## config.mk

```make
export PLATFORM = sky130hd
export DESIGN_NAME = script_lexer
export DESIGN_NICKNAME = d
export VERILOG_FILES = /design/src/rtl/slex_pkg.sv /design/src/rtl/slex_core.sv /design/src/rtl/slex_fifo.sv /design/src/rtl/script_lexer.sv
export SDC_FILE = /design/constraint.sdc
export NUM_CORES = 1
export LEC_CHECK = 0
export BUFFER_PORTS_ARGS = -buffer_cell sky130_fd_sc_hd__buf_4
export CORE_UTILIZATION = 40
export DETAILED_ROUTE_END_ITERATION = 12
export PLACE_DENSITY = 0.68
export SLEW_MARGIN = 30
export SYNTH_ARGS = -nofsm -noshare
export SYNTH_HDL_FRONTEND = slang
export SYNTH_SLANG_ARGS = --single-unit
```

## constraint.sdc

```tcl
create_clock -name clk -period 11.6 [get_ports clk]
set_input_delay 1.16 -clock clk [delete_from_list [all_inputs] [get_ports clk]]
set_output_delay 1.16 -clock clk [all_outputs]
set_load 0.01 [all_outputs]
```

## src/rtl/slex_pkg.sv

```systemverilog
// slex_pkg: shared types, token kind codes, lexer mode codes and keyword table
// for the script lexer. No dependencies.
package slex_pkg;

  localparam int POS_WIDTH_DEF = 16;
  localparam int FIFO_DEPTH    = 4;
  localparam int PTR_W         = $clog2(FIFO_DEPTH);
  localparam int CNT_W         = $clog2(FIFO_DEPTH + 1);

  // token kinds
  localparam logic [5:0] K_IDENT  = 6'd0;
  localparam logic [5:0] K_NUMBER = 6'd13;
  localparam logic [5:0] K_LPAREN = 6'd14;
  localparam logic [5:0] K_RPAREN = 6'd15;
  localparam logic [5:0] K_PLUS   = 6'd16;
  localparam logic [5:0] K_STAR   = 6'd17;
  localparam logic [5:0] K_SLASH  = 6'd18;
  localparam logic [5:0] K_PCT    = 6'd19;
  localparam logic [5:0] K_SEMI   = 6'd20;
  localparam logic [5:0] K_COMMA  = 6'd21;
  localparam logic [5:0] K_MINUS  = 6'd22;
  localparam logic [5:0] K_ASSIGN = 6'd24;
  localparam logic [5:0] K_BANG   = 6'd26;
  localparam logic [5:0] K_LT     = 6'd28;
  localparam logic [5:0] K_GT     = 6'd30;
  localparam logic [5:0] K_STRING = 6'd32;
  localparam logic [5:0] K_EOF    = 6'd33;
  localparam logic [5:0] K_ERROR  = 6'd34;

  // lexer modes
  localparam logic [2:0] MODE_IDLE    = 3'd0;
  localparam logic [2:0] MODE_IDENT   = 3'd1;
  localparam logic [2:0] MODE_NUMBER  = 3'd2;
  localparam logic [2:0] MODE_STRING  = 3'd3;
  localparam logic [2:0] MODE_COMMENT = 3'd4;
  localparam logic [2:0] MODE_PEND    = 3'd5;
  localparam logic [2:0] MODE_HALT    = 3'd6;

  // keywords packed first byte highest, kind is index + 1
  localparam int NUM_KW = 12;
  localparam logic [39:0] KW_TEXT [NUM_KW] = '{
    40'h00006C6574,  40'h0000006966, 40'h007468656E, 40'h00656C7365,
    40'h000000666E,  40'h0074727565, 40'h66616C7365, 40'h00006E696C,
    40'h0000616E64,  40'h0000006F72, 40'h000000646F, 40'h00646F6E65
  };
  localparam logic [2:0] KW_LEN [NUM_KW] = '{
    3'd3, 3'd2, 3'd4, 3'd4, 3'd2, 3'd4, 3'd5, 3'd3, 3'd3, 3'd2, 3'd2, 3'd4
  };

  typedef struct packed {
    logic [7:0] ch;
    logic       end_of_input;
  } slex_in_t;

  typedef struct packed {
    logic [5:0]  kind;
    logic [15:0] start_pos;
    logic [15:0] length;
    logic [15:0] line;
    logic [7:0]  bad_char;
    logic        last;
  } slex_res_t;

  typedef struct packed {
    logic [1:0] n;
    slex_res_t  r0;
    slex_res_t  r1;
  } slex_push_t;

  typedef struct packed {
    logic [CNT_W-1:0] count;
    logic             room2;
  } slex_fifo_st_t;

  function automatic logic [5:0] kw_kind(logic [39:0] win, logic [2:0] len, logic short_ok);
    logic [5:0] k;
    k = K_IDENT;
    for (int i = 0; i < NUM_KW; i++) begin
      if (short_ok && len == KW_LEN[i] && win == KW_TEXT[i]) k = 6'(i + 1);
    end
    return k;
  endfunction

  function automatic slex_res_t mk_res(logic [5:0] kind, logic [15:0] start_pos,
                                       logic [15:0] length, logic [15:0] line,
                                       logic [7:0] bad_char);
    slex_res_t r;
    r.kind      = kind;
    r.start_pos = start_pos;
    r.length    = length;
    r.line      = line;
    r.bad_char  = bad_char;
    r.last      = 1'b0;
    return r;
  endfunction

endpackage

```

## src/rtl/slex_core.sv

```systemverilog
// slex_core: lexer state and per-byte token decode, up to two tokens per beat.
// Depends on slex_pkg.
module slex_core #(
  parameter int POS_WIDTH = slex_pkg::POS_WIDTH_DEF
) (
  input  logic                 clk,
  input  logic                 rst_n,
  input  logic                 accept,
  input  slex_pkg::slex_in_t   in_data,
  output slex_pkg::slex_push_t push
);

  localparam logic [7:0] CH_TAB   = 8'h09;
  localparam logic [7:0] CH_CR    = 8'h0D;
  localparam logic [7:0] CH_NL    = 8'h0A;
  localparam logic [7:0] CH_SP    = 8'h20;
  localparam logic [7:0] CH_BANG  = 8'h21;
  localparam logic [7:0] CH_QUOTE = 8'h22;
  localparam logic [7:0] CH_HASH  = 8'h23;
  localparam logic [7:0] CH_PCT   = 8'h25;
  localparam logic [7:0] CH_LPAR  = 8'h28;
  localparam logic [7:0] CH_RPAR  = 8'h29;
  localparam logic [7:0] CH_STAR  = 8'h2A;
  localparam logic [7:0] CH_PLUS  = 8'h2B;
  localparam logic [7:0] CH_COMMA = 8'h2C;
  localparam logic [7:0] CH_MINUS = 8'h2D;
  localparam logic [7:0] CH_DOT   = 8'h2E;
  localparam logic [7:0] CH_SLASH = 8'h2F;
  localparam logic [7:0] CH_SEMI  = 8'h3B;
  localparam logic [7:0] CH_LT    = 8'h3C;
  localparam logic [7:0] CH_EQ    = 8'h3D;
  localparam logic [7:0] CH_GT    = 8'h3E;
  localparam logic [7:0] CH_UNDER = 8'h5F;

  localparam logic [POS_WIDTH-1:0] ONE  = POS_WIDTH'(1);
  localparam logic [POS_WIDTH-1:0] FIVE = POS_WIDTH'(5);

  logic [2:0]           mode_r,  mode_nxt;
  logic [7:0]           pend_r,  pend_nxt;
  logic [39:0]          win_r,   win_nxt;
  logic [POS_WIDTH-1:0] start_r, start_nxt;
  logic [POS_WIDTH-1:0] len_r,   len_nxt;
  logic [POS_WIDTH-1:0] pos_r,   pos_nxt;
  logic [POS_WIDTH-1:0] line_r,  line_nxt;

  logic [7:0] c;
  logic       is_end, is_space, is_letter, is_digit, is_pend_op, single_hit;
  logic [5:0] single_kind;

  logic                 idle_put;
  logic [5:0]           idle_kind;
  logic [7:0]           idle_bad;
  logic [2:0]           idle_mode;
  logic [7:0]           idle_pend;
  logic [39:0]          idle_win;
  logic [POS_WIDTH-1:0] idle_start, idle_len;
  slex_pkg::slex_res_t  idle_res, word_res, eof_res;

  logic [5:0] word_kind, pend_k;
  logic [7:0] want;
  logic       word_cont;

  logic [1:0]          n;
  slex_pkg::slex_res_t r0, r1;

  function automatic logic [POS_WIDTH-1:0] sat_inc(logic [POS_WIDTH-1:0] v);
    return (v == '1) ? v : v + ONE;
  endfunction

  assign c         = in_data.ch;
  assign is_end    = in_data.end_of_input || (c == 8'h00);
  assign is_space  = (c == CH_SP) || (c >= CH_TAB && c <= CH_CR);
  assign is_letter = (c >= 8'h61 && c <= 8'h7A) || (c >= 8'h41 && c <= 8'h5A);
  assign is_digit  = (c >= 8'h30 && c <= 8'h39);
  assign is_pend_op = (c == CH_MINUS) || (c == CH_EQ) || (c == CH_BANG) ||
                      (c == CH_LT) || (c == CH_GT);

  always_comb begin
    single_hit  = 1'b1;
    single_kind = slex_pkg::K_ERROR;
    unique case (c)
      CH_LPAR:  single_kind = slex_pkg::K_LPAREN;
      CH_RPAR:  single_kind = slex_pkg::K_RPAREN;
      CH_PLUS:  single_kind = slex_pkg::K_PLUS;
      CH_STAR:  single_kind = slex_pkg::K_STAR;
      CH_SLASH: single_kind = slex_pkg::K_SLASH;
      CH_PCT:   single_kind = slex_pkg::K_PCT;
      CH_SEMI:  single_kind = slex_pkg::K_SEMI;
      CH_COMMA: single_kind = slex_pkg::K_COMMA;
      default:  single_hit  = 1'b0;
    endcase
  end

  // decode of a byte seen where a token may start
  always_comb begin
    idle_put   = 1'b0;
    idle_kind  = slex_pkg::K_ERROR;
    idle_bad   = 8'h00;
    idle_mode  = slex_pkg::MODE_IDLE;
    idle_pend  = pend_r;
    idle_win   = win_r;
    idle_start = start_r;
    idle_len   = len_r;
    if (is_space) begin
      idle_mode = slex_pkg::MODE_IDLE;
    end else if (c == CH_HASH) begin
      idle_mode = slex_pkg::MODE_COMMENT;
    end else if (is_letter || is_digit) begin
      idle_mode  = is_letter ? slex_pkg::MODE_IDENT : slex_pkg::MODE_NUMBER;
      idle_start = pos_r;
      idle_len   = ONE;
      idle_win   = {32'h0, c};
    end else if (c == CH_QUOTE) begin
      idle_mode  = slex_pkg::MODE_STRING;
      idle_start = pos_r;
      idle_len   = '0;
    end else if (is_pend_op) begin
      idle_mode  = slex_pkg::MODE_PEND;
      idle_pend  = c;
      idle_start = pos_r;
    end else if (single_hit) begin
      idle_put  = 1'b1;
      idle_kind = single_kind;
    end else begin
      idle_put  = 1'b1;
      idle_kind = slex_pkg::K_ERROR;
      idle_bad  = c;
      idle_mode = slex_pkg::MODE_HALT;
    end
  end

  always_comb begin
    unique case (pend_r)
      CH_MINUS: pend_k = slex_pkg::K_MINUS;
      CH_EQ:    pend_k = slex_pkg::K_ASSIGN;
      CH_BANG:  pend_k = slex_pkg::K_BANG;
      CH_LT:    pend_k = slex_pkg::K_LT;
      default:  pend_k = slex_pkg::K_GT;
    endcase
  end

  assign want      = (pend_r == CH_MINUS) ? CH_GT : CH_EQ;
  assign word_kind = (mode_r == slex_pkg::MODE_IDENT) ?
                     slex_pkg::kw_kind(win_r, len_r[2:0], len_r <= FIVE) :
                     slex_pkg::K_NUMBER;
  assign word_cont = (mode_r == slex_pkg::MODE_IDENT) ?
                     (is_letter || is_digit || c == CH_UNDER) :
                     (is_digit || c == CH_DOT);

  assign idle_res = slex_pkg::mk_res(idle_kind, 16'(pos_r), 16'd1, 16'(line_r), idle_bad);
  assign word_res = slex_pkg::mk_res(word_kind, 16'(start_r), 16'(len_r), 16'(line_r), 8'h00);
  assign eof_res  = slex_pkg::mk_res(slex_pkg::K_EOF, 16'(pos_r), 16'd0,
                                     16'(line_r - ONE), 8'h00);

  always_comb begin
    mode_nxt  = mode_r;
    pend_nxt  = pend_r;
    win_nxt   = win_r;
    start_nxt = start_r;
    len_nxt   = len_r;
    pos_nxt   = pos_r;
    line_nxt  = line_r;
    n         = 2'd0;
    r0        = '0;
    r1        = '0;
    if (is_end) begin
      // flush whatever is pending, then eof, then back to reset state
      unique case (mode_r) inside
        slex_pkg::MODE_IDENT, slex_pkg::MODE_NUMBER: begin
          r0 = word_res;
          n  = 2'd1;
        end
        slex_pkg::MODE_PEND: begin
          r0 = slex_pkg::mk_res(pend_k, 16'(start_r), 16'd1, 16'(line_r), 8'h00);
          n  = 2'd1;
        end
        slex_pkg::MODE_STRING: begin
          r0 = slex_pkg::mk_res(slex_pkg::K_ERROR, 16'(start_r), 16'(len_r),
                                16'(line_r), CH_QUOTE);
          n  = 2'd1;
        end
        default: ;
      endcase
      if (n == 2'd0) r0 = eof_res;
      else           r1 = eof_res;
      n         = n + 2'd1;
      mode_nxt  = slex_pkg::MODE_IDLE;
      pend_nxt  = 8'h00;
      win_nxt   = '0;
      start_nxt = '0;
      len_nxt   = '0;
      pos_nxt   = '0;
      line_nxt  = ONE;
    end else begin
      unique case (mode_r) inside
        slex_pkg::MODE_IDENT, slex_pkg::MODE_NUMBER: begin
          if (word_cont) begin
            if (len_r < FIVE) win_nxt = {win_r[31:0], c};
            len_nxt = sat_inc(len_r);
          end else begin
            r0        = word_res;
            n         = 2'd1;
            mode_nxt  = idle_mode;
            pend_nxt  = idle_pend;
            win_nxt   = idle_win;
            start_nxt = idle_start;
            len_nxt   = idle_len;
            if (idle_put) begin
              r1 = idle_res;
              n  = 2'd2;
            end
          end
        end
        slex_pkg::MODE_STRING: begin
          if (c == CH_QUOTE) begin
            r0       = slex_pkg::mk_res(slex_pkg::K_STRING, 16'(start_r), 16'(len_r),
                                        16'(line_r), 8'h00);
            n        = 2'd1;
            mode_nxt = slex_pkg::MODE_IDLE;
          end else begin
            len_nxt = sat_inc(len_r);
          end
        end
        slex_pkg::MODE_COMMENT: begin
          if (c == CH_NL) mode_nxt = slex_pkg::MODE_IDLE;
        end
        slex_pkg::MODE_PEND: begin
          n        = 2'd1;
          mode_nxt = slex_pkg::MODE_IDLE;
          if (c == want) begin
            r0 = slex_pkg::mk_res(6'(pend_k + 6'd1), 16'(start_r), 16'd2,
                                  16'(line_r), 8'h00);
          end else begin
            // single operator, then the byte starts over
            r0        = slex_pkg::mk_res(pend_k, 16'(start_r), 16'd1, 16'(line_r), 8'h00);
            mode_nxt  = idle_mode;
            pend_nxt  = idle_pend;
            win_nxt   = idle_win;
            start_nxt = idle_start;
            len_nxt   = idle_len;
            if (idle_put) begin
              r1 = idle_res;
              n  = 2'd2;
            end
          end
        end
        slex_pkg::MODE_HALT: ;
        default: begin
          mode_nxt  = idle_mode;
          pend_nxt  = idle_pend;
          win_nxt   = idle_win;
          start_nxt = idle_start;
          len_nxt   = idle_len;
          if (idle_put) begin
            r0 = idle_res;
            n  = 2'd1;
          end
        end
      endcase
      if (c == CH_NL) line_nxt = sat_inc(line_r);
      pos_nxt = sat_inc(pos_r);
    end
    if (n == 2'd1) r0.last = 1'b1;
    if (n == 2'd2) r1.last = 1'b1;
  end

  always_ff @(posedge clk) begin
    if (!rst_n) begin
      mode_r  <= slex_pkg::MODE_IDLE;
      pend_r  <= 8'h00;
      win_r   <= '0;
      start_r <= '0;
      len_r   <= '0;
      pos_r   <= '0;
      line_r  <= ONE;
    end else if (accept) begin
      mode_r  <= mode_nxt;
      pend_r  <= pend_nxt;
      win_r   <= win_nxt;
      start_r <= start_nxt;
      len_r   <= len_nxt;
      pos_r   <= pos_nxt;
      line_r  <= line_nxt;
    end
  end

  assign push.n  = accept ? n : 2'd0;
  assign push.r0 = r0;
  assign push.r1 = r1;

endmodule

```

## src/rtl/slex_fifo.sv

```systemverilog
// slex_fifo: small result queue, takes up to two tokens per cycle and
// hands one per beat to the output. Depends on slex_pkg.
module slex_fifo (
  input  logic                    clk,
  input  logic                    rst_n,
  input  slex_pkg::slex_push_t    push,
  input  logic                    pop,
  output slex_pkg::slex_res_t     head,
  output slex_pkg::slex_fifo_st_t status
);

  localparam int PW = slex_pkg::PTR_W;
  localparam int CW = slex_pkg::CNT_W;

  slex_pkg::slex_res_t mem_r [slex_pkg::FIFO_DEPTH];
  logic [PW-1:0] rd_r, rd_nxt;
  logic [PW-1:0] wr_r, wr_nxt;
  logic [CW-1:0] cnt_r, cnt_nxt;

  assign rd_nxt  = pop ? PW'(rd_r + PW'(1)) : rd_r;
  assign wr_nxt  = PW'(wr_r + PW'(push.n));
  assign cnt_nxt = CW'(cnt_r + CW'(push.n) - CW'(pop));

  always_ff @(posedge clk) begin
    if (push.n != 2'd0) mem_r[wr_r] <= push.r0;
    if (push.n == 2'd2) mem_r[PW'(wr_r + PW'(1))] <= push.r1;
  end

  always_ff @(posedge clk) begin
    if (!rst_n) begin
      rd_r  <= '0;
      wr_r  <= '0;
      cnt_r <= '0;
    end else begin
      rd_r  <= rd_nxt;
      wr_r  <= wr_nxt;
      cnt_r <= cnt_nxt;
    end
  end

  assign head         = mem_r[rd_r];
  assign status.count = cnt_r;
  assign status.room2 = (cnt_r <= CW'(slex_pkg::FIFO_DEPTH - 2));

endmodule

```

## src/rtl/script_lexer.sv

```systemverilog
// script_lexer: top level of the streaming lexer, core plus result queue.
// Depends on slex_pkg, slex_core and slex_fifo.

// One source byte is taken per beat unless in_stall is high, and decoded
// in the same cycle it is accepted; a byte yields zero, one or two tokens,
// which enter a four-entry result queue and leave one per beat. The input
// stalls while fewer than two queue entries are free, so while the receiver
// does not stall the sustained rate is one byte per cycle except where bytes
// yield two tokens each, where the single output beat per cycle sets the
// pace. A byte 0 or end_of_input flushes the pending token, emits eof and
// clears the lexer state. Position, length and line counters are POS_WIDTH
// bits wide and saturate; results carry their low 16 bits.
module script_lexer #(
  parameter int POS_WIDTH = slex_pkg::POS_WIDTH_DEF
) (
  input  logic                clk,
  input  logic                rst_n,
  input  logic                in_valid,
  output logic                in_stall,
  input  slex_pkg::slex_in_t  in_data,
  output logic                out_valid,
  input  logic                out_stall,
  output slex_pkg::slex_res_t out_data
);

  logic                    accept;
  logic                    pop;
  slex_pkg::slex_push_t    push;
  slex_pkg::slex_fifo_st_t fst;

  assign in_stall  = !fst.room2;
  assign accept    = in_valid && !in_stall;
  assign out_valid = (fst.count != '0);
  assign pop       = out_valid && !out_stall;

  slex_core #(
    .POS_WIDTH (POS_WIDTH)
  ) u_core (
    .clk     (clk),
    .rst_n   (rst_n),
    .accept  (accept),
    .in_data (in_data),
    .push    (push)
  );

  slex_fifo u_fifo (
    .clk    (clk),
    .rst_n  (rst_n),
    .push   (push),
    .pop    (pop),
    .head   (out_data),
    .status (fst)
  );

  // queue never overfills
  a_no_overflow: assert property (@(posedge clk) disable iff (!rst_n)
    fst.count <= slex_pkg::CNT_W'(slex_pkg::FIFO_DEPTH))
    else $error("result queue overflow");

  // end of input always produces at least the eof token
  a_end_emits: assert property (@(posedge clk) disable iff (!rst_n)
    (accept && (in_data.end_of_input || in_data.ch == 8'h00)) |-> push.n != 2'd0)
    else $error("end of input without eof");

  // last flag sits on the final token of a beat only
  a_last_mark: assert property (@(posedge clk) disable iff (!rst_n)
    (push.n != 2'd0) |->
      ((push.n == 2'd1 && push.r0.last) ||
       (push.n == 2'd2 && push.r1.last && !push.r0.last)))
    else $error("last flag misplaced");

  // no push without an accepted byte
  a_push_needs_accept: assert property (@(posedge clk) disable iff (!rst_n)
    !accept |-> push.n == 2'd0)
    else $error("tokens pushed without input");

endmodule

```

# Word-level counts from Yosys, hierarchy flattened
# Memories as Yosys holds them, arrays and structs flattened. A register that Yosys moved wholly into a read port is not among the register bits.
# Cells that the tools add are included.
# totals
memories,1
mem_bits_rw,252
regBits,122
word_cells,266
in_bits,13
# op_classes
add_sub_neg,11
n_mux,120
n_eq_ne,63
n_lt_le_gt_ge,11
n_reduce_logical,50
# memory_table
name,words,word_bits,read_ports,rd_clocked_by_memory_dff,wr,line_no,text
u_fifo.mem_r,4,63,1,1,2,slex_fifo.sv:15,slex_pkg::slex_res_t mem_r [slex_pkg::FIFO_DEPTH];
# ops
operator,count
63-bit 2-to-1 mux,10
16-bit 2-to-1 mux,22
40-bit 2-to-1 mux,7
63-bit case mux with 4 select lines,1
63-bit case mux with 3 select lines,1
"8-bit by 6-bit == test with 1-bit output, second input constant",21
"40-bit by 15-bit == test with 1-bit output, second input constant",4
"40-bit by 31-bit == test with 1-bit output, second input constant",4
63-bit case mux with 2 select lines,1
"40-bit by 23-bit == test with 1-bit output, second input constant",3
40-bit case mux with 3 select lines,1
8-bit 2-to-1 mux,14
16-bit case mux with 4 select lines,1
"16-bit by 1-bit adder with 16-bit output, second input constant",3
"16-bit == test, second input constant",3
16-bit case mux with 3 select lines,1
6-bit case mux with 8 select lines,1
3-bit 2-to-1 mux,15
"40-bit by 39-bit == test with 1-bit output, second input constant",1
6-bit 2-to-1 mux,6
2-bit 2-to-1 mux,12
4-bit 2-to-1 mux,6
8-bit case mux with 3 select lines,1
1-bit logical AND,22
44 further kinds,94

# Longest topological paths before layout
# depth
depth_word,20
ltp_mapped,18

# By module
# From an unflattened synthesis, not the netlist that was laid out.
# hier_totals
hier_cells,1734
hier_area_um2,20708.6
# modules_own_cells
mod,instances,cells_per_inst,area_per_inst_um2
slex_fifo,1,657,12663.4
slex_core,1,1073,8010.2
script_lexer,1,4,35.0

# Least setup slack after synthesis
# OpenSTA, ideal clock, no wires.
# synth_path
path_kind,input to register
startpoint,input in_data[8] (netlist name)
endpoint,memory u_fifo.mem_r[1][0] (netlist name) (enable)
setup_ns,0.586
path_slack_ns,6.841
arrival_time_ns,4.173
t_required_ns,11.014
path_stages,11
path_cell_list,clkbuf_1 or3b_1 buf_2 nor4_4 a2111oi_4 o41a_1 and3_4 o21ai_1 buf_4 buf_4 nand2_1
# synth_lines
element,line_no,text
"start, declared",script_lexer.sv:20,"input slex_pkg::slex_in_t in_data,"
"end, declared",slex_fifo.sv:15,

==> impl_metrics.tcl <==
set metrics [dict create \
    core_mm2 0.0477 \
    final_core_utilization 0.454 \
    maxCapViolCount 0 \
    clk_pin_slew_worst_paths_ns 0.06 \
    path_cells "buf_4, nor4_2, a31o_2, nand2_1, o21ai_4, nand2_1, nand2_2, buf_4" \
    gp_congestion 0.917 \
    synth_most_common_cell "edfxtp_1" \
    cpMaxStageDelayCell "nand2_1" \
    gr-total-overflow 0 \
    fin_cells 2509 \
    setup_violations 0 \
    ys_top_cells_by_count "edfxtp_1 (192), dfxtp_1 (184), o22ai_1 (181)" \
    ctsHoldBuffers 0 \
    tritoncts "done" \
    place_hpwl_um 36000 \
    grt_antenna_before_repair 0 \
    row_count 80 \
    cts.path.max_buffers 3 \
    cts_max_level 2 \
    first_global_vias 15400 \
    worst_slack_ns 6.07 \
    drc_errors 0 \
    die_x_um 222 \
    cp.required_ns 11.80 \
    drive_gt1_frac 0.153 \
    crit_path_max_incr_delay_ns 0.74 \
    slew_headroom 0.319 \
    placed_cell_area_mm2 0.0203 \
    synth_top_family_by_area "compound AO/OA/AOI/OAI gates" \
    async_flop_share 0 \
    power.total_mw 3.77 \
    synth.avg_cell_area_um2 10.4 \
    finalMaxSlewViolations 0 \
    start_kind "input port" \
    syn_nets 1895 \
    synth.mux.area_fraction 0.105 \
    avgViaCountPerCell 6.24 \
    synth_compound_area_frac 0.182 \
    worst_pin_slew_ns 1.02 \
    synth-seq-cells 376 \
    cp.arrival_ns 5.73 \
    ff2ff_setup_slack_ns 6.25 \
    ctsResizeCount 0 \
    grt_pass1_wl_um 87500 \
    wl_per_cell_um 22.2 \
    finalWirelength_um 55800 \
    worst-setup-path-type "input port to flop" \
    synth_xor_area_frac 0.0190 \
    dieHeight_um 222 \
    worst_hold_slack_ns 0.455 \
    drt-initial-drc-count 1810 \
    dp_cells 2430 \
    drt_pass1_iterations 5 \
    io_buffer_count 77 \
    track_usage 0.224 \
    yosysWarnings 0 \
    syn_to_final_growth_pct 11.6 \
    synth-simple-area-share 0.151 \
    yosysUniqueCellTypes 97 \
    synthCells 1868 \
    syn_area_mm2 0.0194 \
    max_freq_mhz 181 \
    fin_nets 1887 \
    synth-seq-area-share 0.487 \
    pin_count 78 \
    fin_crit_ns 5.53 \
    fill_cells 4400 \
    power_density_mw_per_mm2 174 \
    postCtsSetupRepairBufs 0 \
    max-vdd-ir-drop_uv 104 \
    synth_area_leaders "edfxtp_1 (30%), dfxtp_1 (19%), mux4_2 (7.3%), o22ai_1 (5.8%), nand2_1 (3.3%)" \
    fin_area_mm2 0.0217 \
    finalCritPeriodShare 0.477 \
    synth-adder-area-share 0.00942 \
    status "finished clean" \
    cts-buffers-inserted 42 \
    diodes 0 \
    yosysTopAreaCellShare 0.297 \
    hold_path_class "flop to flop" \
    postRouteAntennaNets 0 \
    dieArea_mm2 0.0494 \
    clock_latency_ns 0.59 \
    synth_ff_type "edfxtp_1" \
    finalHoldViolCount 0 \
    setup_tns_ns 0 \
    cp_max_fo 45 \
    fin_skew_ns 0.0242 \
    rsz0062_at_grt "false" \
    grt_max_degree 75 \
    leakage_nw 7.17 \
    numClockSinks 376 \
    root_buffer "clkbuf_16" \
    synth-edff-count 192 \
    post-synth-top-area-cell "edfxtp_1" \
    pre_cts_slack_ns 5.57 \
    start_util 0.406 \
    cp-end-kind "flop" \
    num_vias 15700 \
]
-- metal layers --
layer,track usage,part of all wire,routed length (um)
met1,0.294,0.42,23600
met5,0,0,0
met4,0.0885,0.028,1580
met3,0.0448,0.078,4360
met2,0.361,0.47,26300
-- critical path: cells and delay by family --
| kind | cells | cell delay (ns) |
|---|---|---|
| and+or+nand+nor | 4 | 2.41 |
| AOI/OAI and AO/OA | 2 | 1.31 |
| buffers and inverters | 2 | 0.78 |
-- kinds of logic after synthesis --
logic type,Yosys count
fa+ha+maj,14
compound gates,534
flops,376
buf+inv,198
xor+xnor,42
mux,124
simple gates,580
-- area by class of cell --
cell class,instances,area (um2),share of cell area
clock inverter,28,210,0.00970
clock buffer,50,1150,0.0532
tap,615,769,0.0355
sequential,376,9450,0.436
timing repair buffer,101,766,0.0354
multi-input combinational,1294,9140,0.422
inverter,45,169,0.00780
-- final timing paths --
check                         to  depth (start not counted)              from
min reg2reg     u_core.pend_r[5]                          2  u_core.pend_r[5]
max reg2reg  u_fifo.mem_r[2][22]                          8  u_core.mode_r[2]
max          u_fifo.mem_r[2][22]                          8        in_data[5]
min             u_core.pend_r[5]                          2  u_core.pend_r[5]
-- power breakdown --
| part | switching [mW] | internal, mW | leakage (nW) | total, mW |
|---|---|---|---|---|
| clock network | 0.568 | 0.740 | 0.662 | 1.31 |
| logic | 0.543 | 0.356 | 3.19 | 0.899 |
| registers | 0.0579 | 1.50 | 3.32 | 1.56 |
-- cells in the final DEF (no fill, tap or decap), drive strengths merged, types with 47 or more instances in the layout --
cell / n
edfxtp: 192
nor2: 138
buf: 101
dfxtp: 184
inv: 48
nand3: 47
o21ai: 132
mux2i: 61
nand2: 172
clkbuf: 50
a21oi: 56
o22ai: 181
mux4: 63
-- registers in the layout, summed over array words and instances, names as in the netlist, named ones only --
| signal | count |
|---|---|
| u_fifo.cnt_r | 3 |
| u_core.mode_r | 3 |
| u_fifo.rd_r | 2 |
| u_core.line_r | 16 |
| u_fifo.wr_r | 2 |
| u_core.pend_r | 8 |
| u_core.pos_r | 16 |
| u_fifo.mem_r | 252 |
| u_core.start_r | 16 |
| u_core.win_r | 40 |
| u_core.len_r | 16 |
Note: power is estimated with default switching activity, not from simulation.
